--- config.mk ---
export PLATFORM = sky130hd
export DESIGN_NAME = rci_mul
export DESIGN_NICKNAME = d
export VERILOG_FILES = /design/src/hw/rtl/rci_pkg.sv /design/src/hw/rtl/rci_mul.sv
export SDC_FILE = /design/constraint.sdc
export NUM_CORES = 2
export LEC_CHECK = 0
export ABC_CLOCK_PERIOD_IN_PS = 7100
export BUFFER_PORTS_ARGS = -buffer_cell sky130_fd_sc_hd__buf_2
export CELL_PAD_IN_SITES_DETAIL_PLACEMENT = 1
export CELL_PAD_IN_SITES_GLOBAL_PLACEMENT = 2
export CORE_MARGIN = 3
export CORE_UTILIZATION = 30
export CTS_BUF_LIST = sky130_fd_sc_hd__clkbuf_16
export CTS_CLUSTER_DIAMETER = 200
export CTS_CLUSTER_SIZE = 40
export DETAILED_ROUTE_END_ITERATION = 10
export PLACE_DENSITY_LB_ADDON = 0.12
export SLEW_MARGIN = 20
export SYNTH_ARGS = -nofsm -noshare
export SYNTH_HDL_FRONTEND = slang
export SYNTH_SLANG_ARGS = --single-unit
--- constraint.sdc ---
create_clock -name clock -period 7.1 [get_ports clock]
set_input_delay 0.71 -clock clock [delete_from_list [all_inputs] [get_ports clock]]
set_output_delay 0.71 -clock clock [all_outputs]
set_load 0.005 [all_outputs]
--- src/hw/rtl/rci_pkg.sv ---
// Shared constants for the ray / cylinder intersection block.
`default_nettype none
package rci_pkg;
   localparam int COORD_WIDTH = 32;
   localparam int DIGIT_W     = 16;
   localparam int CSR_IDX_W   = 3;

   localparam logic [CSR_IDX_W-1:0] CSR_CENTER_X   = 3'd0;
   localparam logic [CSR_IDX_W-1:0] CSR_CENTER_Y   = 3'd1;
   localparam logic [CSR_IDX_W-1:0] CSR_BASE_Z     = 3'd2;
   localparam logic [CSR_IDX_W-1:0] CSR_CYL_RADIUS = 3'd3;
   localparam logic [CSR_IDX_W-1:0] CSR_CYL_LENGTH = 3'd4;
endpackage
`default_nettype wire

--- src/hw/rtl/rci_mul.sv ---
// Pipelined signed multiplier, one digit of the second operand per stage.
`default_nettype none
module rci_mul #(
   parameter int WA = rci_pkg::COORD_WIDTH,
   parameter int WB = rci_pkg::COORD_WIDTH,
   parameter int TW = 1
) (
   input  logic                    clock,
   input  logic                    reset,
   input  logic                    en,
   input  logic                    in_valid,
   input  logic [TW-1:0]           in_tag,
   input  logic signed [WA-1:0]    op_a,
   input  logic signed [WB-1:0]    op_b,
   output logic                    out_valid,
   output logic [TW-1:0]           out_tag,
   output logic signed [WA+WB-1:0] prod
);
   localparam int DW = rci_pkg::DIGIT_W;
   localparam int ND = (WB + DW - 1) / DW;
   localparam int BW = ND * DW;
   localparam int PW = WA + WB;

   logic [WA-1:0]         amag;
   logic [WB-1:0]         bmag;
   logic [ND:0]           v_ff;
   logic [ND:0]           neg_ff;
   logic [TW-1:0]         tag_ff [ND+1];
   logic [WA-1:0]         am_ff [ND];
   logic [BW-1:0]         bm_ff [ND];
   logic [PW-1:0]         acc_ff [1:ND];
   logic                  ov_ff;
   logic [TW-1:0]         otag_ff;
   logic signed [PW-1:0]  prod_ff;

   assign amag = op_a[WA-1] ? unsigned'(-op_a) : unsigned'(op_a);
   assign bmag = op_b[WB-1] ? unsigned'(-op_b) : unsigned'(op_b);

   always_ff @(posedge clock) begin
      if (reset) begin
         v_ff[0] <= 1'b0;
      end else if (en) begin
         v_ff[0] <= in_valid;
      end
   end

   always_ff @(posedge clock) begin
      if (en) begin
         am_ff[0]  <= amag;
         bm_ff[0]  <= BW'(bmag);
         neg_ff[0] <= op_a[WA-1] ^ op_b[WB-1];
         tag_ff[0] <= in_tag;
      end
   end

   for (genvar k = 1; k <= ND; k++) begin : g_acc
      logic [WA+DW-1:0] part;
      logic [PW-1:0]    base;

      assign part = {{DW{1'b0}}, am_ff[k-1]} * {{WA{1'b0}}, bm_ff[k-1][(k-1)*DW +: DW]};

      if (k == 1) begin : g_first
         assign base = '0;
      end else begin : g_next
         assign base = acc_ff[k-1];
      end

      always_ff @(posedge clock) begin
         if (reset) begin
            v_ff[k] <= 1'b0;
         end else if (en) begin
            v_ff[k] <= v_ff[k-1];
         end
      end

      always_ff @(posedge clock) begin
         if (en) begin
            acc_ff[k] <= base + (PW'(part) << ((k-1) * DW));
            neg_ff[k] <= neg_ff[k-1];
            tag_ff[k] <= tag_ff[k-1];
         end
      end

      if (k < ND) begin : g_pass
         always_ff @(posedge clock) begin
            if (en) begin
               am_ff[k] <= am_ff[k-1];
               bm_ff[k] <= bm_ff[k-1];
            end
         end
      end
   end

   always_ff @(posedge clock) begin
      if (reset) begin
         ov_ff <= 1'b0;
      end else if (en) begin
         ov_ff <= v_ff[ND];
      end
   end

   always_ff @(posedge clock) begin
      if (en) begin
         prod_ff <= neg_ff[ND] ? -$signed(acc_ff[ND]) : $signed(acc_ff[ND]);
         otag_ff <= tag_ff[ND];
      end
   end

   assign out_valid = ov_ff;
   assign out_tag   = otag_ff;
   assign prod      = prod_ff;
endmodule
`default_nettype wire

==> impl_summary.log <==
INFO  metric run_status = finished, violations left
INFO  metric failing_checks = setup timing
INFO  metric drtIter0Drc = approximately 1,200
INFO  metric die_area = around 160,000 sq um
INFO  metric yosysTopAreaCell = fa_1
INFO  metric yosys.area.top_type_share = around 37%
INFO  metric synth_seq_cells = 299
INFO  metric max_cap_violations = 0
INFO  metric vias = ~34,000
INFO  metric post_synth.cell_area_avg = ~9.7 sq um
INFO  metric setup_viol_count_final = 26
INFO  metric asyncSetResetFlopFracSynth = 0%
INFO  metric grt_start_max_net_pins = 80
INFO  metric gpl.final_weighted_congestion = roughly 0.83
INFO  metric clock_tree.buffer_depth = 3
INFO  metric ioPinCount = approximately 140
INFO  metric fp.coreArea = about 150,000 sq um
INFO  metric initial_core_util = a little under a third
INFO  metric dpl.hpwl = about 130,000 um
INFO  metric timing.critical_path.slowest_cell_delay = around 0.55 ns
INFO  metric rr_startpoint = bm_ff[0][59]$_DFFE_PP_
INFO  metric setup.worst_path.end_class = flip-flop
INFO  metric critical_path.max_fanout = 6
INFO  metric cts.reportedPaths.clkPinSlew = ~0.15 ns
INFO  metric post-route-util = between 30% and 40%
INFO  metric number_of_standard_cell_rows_in_the_floorplan = about 140
INFO  metric timing.clock.skew = 0.0582 ns
INFO  metric total_number_of_clock_tree_sinks = about 300
INFO  metric post-route-worst-setup-slack = -0.508 ns
INFO  metric critical_path_required = 7.46 ns
INFO  metric drive_gt1_share = 19.9%
INFO  metric timing_hold_violations_final = 0
INFO  metric grt_antenna_before_repair = 24
INFO  metric max_slew.worst_pin.slew = about 0.94 ns
INFO  metric netlist_top_cells_area = fa_1 (37%), edfxtp_1 (20%), ha_1 (7.6%)
INFO  metric slowest_cell_on_the_critical_path = fa_1
INFO  metric via_count_normalized_by_instance_count = about 4.6
INFO  metric yosysUniqueCellTypes = 67
INFO  metric fin_nets = about 6,500
INFO  metric path_delay_family = adder cells
INFO  metric synth_edf_count = 295
INFO  metric worst-path-buf-inv = 7
INFO  metric cp_capture_point = acc_ff[2][62]$_DFFE_PP_
INFO  metric postRouteWirelength = between 100,000 and 150,000 um
INFO  metric rr_worst_depth = 30
INFO  metric h-tree-depth = 1
INFO  metric finalMaxSlewViolations = 0
INFO  metric path_common_cell = fa_1
INFO  metric tritoncts_clock_tree = done
INFO  metric max_freq = 0.131 GHz
INFO  metric slew_headroom = about 37%
INFO  metric yosysWarnings = 0
INFO  metric most_common_cell_after_layout_fill_and_taps_aside = inv_1
INFO  metric setup.worst_path.start = bm_ff[0][59]$_DFFE_PP_
INFO  metric floorplan.die.height = 395 um
INFO  metric gr-usage-all-layers = approximately a fifth
INFO  metric n_fill_cell = between 15,000 and 20,000
INFO  metric synth_nets = between 5,000 and 6,000
INFO  metric floorplan.die.width = between 300 and 400 um
INFO  metric timing.hold.worst.class = primary input to flip-flop
INFO  metric numCtsBuffers = 14
INFO  metric grt_overflow_total = 0
INFO  metric drt_pass1_iterations = 7
INFO  metric postRouteAntennaNets = 0
INFO  metric grt_pass1_wl = between 200,000 and 250,000 um
INFO  metric area_grow_syn2layout = 22.5%
INFO  metric postSynth.topFlopCell = edfxtp_1
INFO  metric avgRoutedWirePerCell = ~20 um
INFO  metric unrepaired_setup_endpoints_after_global_routing = yes
INFO  metric layout_min_cycle_time = roughly 7.6 ns
INFO  metric vias_in_the_first_global_route = approximately 38,000
INFO  metric ctsRootBufferMaster = clkbuf_16
INFO  metric worst_ep_arrival_time = just under 8 ns
INFO  metric critical_path_depth = 30
INFO  metric synth_cells = 4,670
INFO  metric r2r_slack = -0.51 ns
INFO  metric seq_area_frac_synth = roughly 20%
INFO  metric criticalPathCategory = flip-flop to flip-flop
INFO  metric drcViolationCount = 0
INFO  metric final_worst_path_period_share = 107%
INFO  metric post_synth_instance_area = around 45,000 sq um
INFO  metric leading_cell_types_in_the_layout_fill_and_taps_excluded = inv_1 (890), fa_1 (829), nand2_1 (766)
INFO  metric clk-insertion-delay-late = 0.59 ns
INFO  metric buffer_ports.inserted = 134
INFO  metric r2r-end = acc_ff[2][62]$_DFFE_PP_
INFO  metric worstSetupStartpointType = flip-flop
-- cell usage after synthesis, types with 17 or more instances --
master and number:
a21o_1 52, a21oi_1 129, and2_1 371, clkbuf_1 202, edfxtp_1 295, fa_1 837, ha_1 277, inv_1 896
nand2_1 775, nand2b_1 22, nand3_1 41, nand4_1 30, nor2_1 71, nor3_1 22, o21ai_0 102, o31ai_1 40
o41ai_1 17, or3_1 18, or4_1 18, xnor2_1 205, xor2_1 41
-- layer usage --
layer  global-route usage [%]  part of all wire (%)
met1                     25.9                    47
met2                     33.7                    50
met3                     1.03                   2.0
met4                     2.41                   1.3
met5                        0                     0
-- final cells by class --
| class | count | area, sq um | area share (%) |
|---|---|---|---|
| tap | 2016 | 2520 | 4.53 |
| clock buffer | 15 | 375 | 0.675 |
| timing repair buffer | 819 | 6730 | 12.1 |
| multi-input combinational | 3272 | 33600 | 60.3 |
| sequential | 299 | 8940 | 16.1 |
| clock inverter | 6 | 134 | 0.241 |
| antenna | 2 | 5.00 | 0.00900 |
| inverter | 896 | 3360 | 6.05 |
-- stage by stage --
step,hold slack (ns),setup TNS (ns),worst slack (ns),instance area [sq um],instances
global route,0.244,-15.08,-0.883,55600,7323
floorplan,0.400,-0.229,-0.0851,45700,4670
CTS,0.239,-8.50,-0.530,54700,7286
global placement,0.403,-16.85,-0.875,53400,7232
detailed placement,0.408,-19.38,-0.943,53400,7232
finish,0.306,-6.31,-0.508,55600,7325
-- flip-flops by register name (all words and copies together), names as in the netlist --
name       cells
acc_ff       112
neg_ff         3
prod          64
tag_ff         3
v_ff           3
bm_ff         48
am_ff         64
out_tag        1
out_valid      1
-- cells by family (layout without fill, tap and decap cells) --
kind of cell    Yosys count  count (layout)  share of synthesized area, %
compound gates          455             455                          6.40
flops                   299             299                          19.7
fa+ha+maj              1114            1114                          44.5
simple gates           1452            1452                          15.5
xor+xnor                246             246                          4.74
mux                       5               5                         0.110
buf+inv                1099            1736                          9.08
other cells               0               2                             0
-- worst min path at each step --
stage,start,endpoint,cells after the start
after detailed placement,acc_ff[1][7]$_DFFE_PP_,acc_ff[2][7]$_DFFE_PP_,0
after floorplan,acc_ff[1][0]$_DFFE_PP_,acc_ff[2][0]$_DFFE_PP_,0
after CTS,in_tag,tag_ff[0]$_DFFE_PP_,1
after global routing,in_tag,tag_ff[0]$_DFFE_PP_,1
final,in_tag,tag_ff[0]$_DFFE_PP_,1
after global placement,bm_ff[0][16]$_DFFE_PP_,bm_ff[0][48]$_DFFE_PP_,0
-- what timing repair did --
action,CTS,global route
endpoints found under the hold margin,0,0
resized for setup,127,121
hold buffers,0,0
pin swaps,47,69
gates cloned,0,2
setup endpoints to repair,36,39
setup buffers,33,37
Power is left out: the tool's default activity adds up to more than one toggle a clock period on the data nets, which glitch-free logic cannot reach.
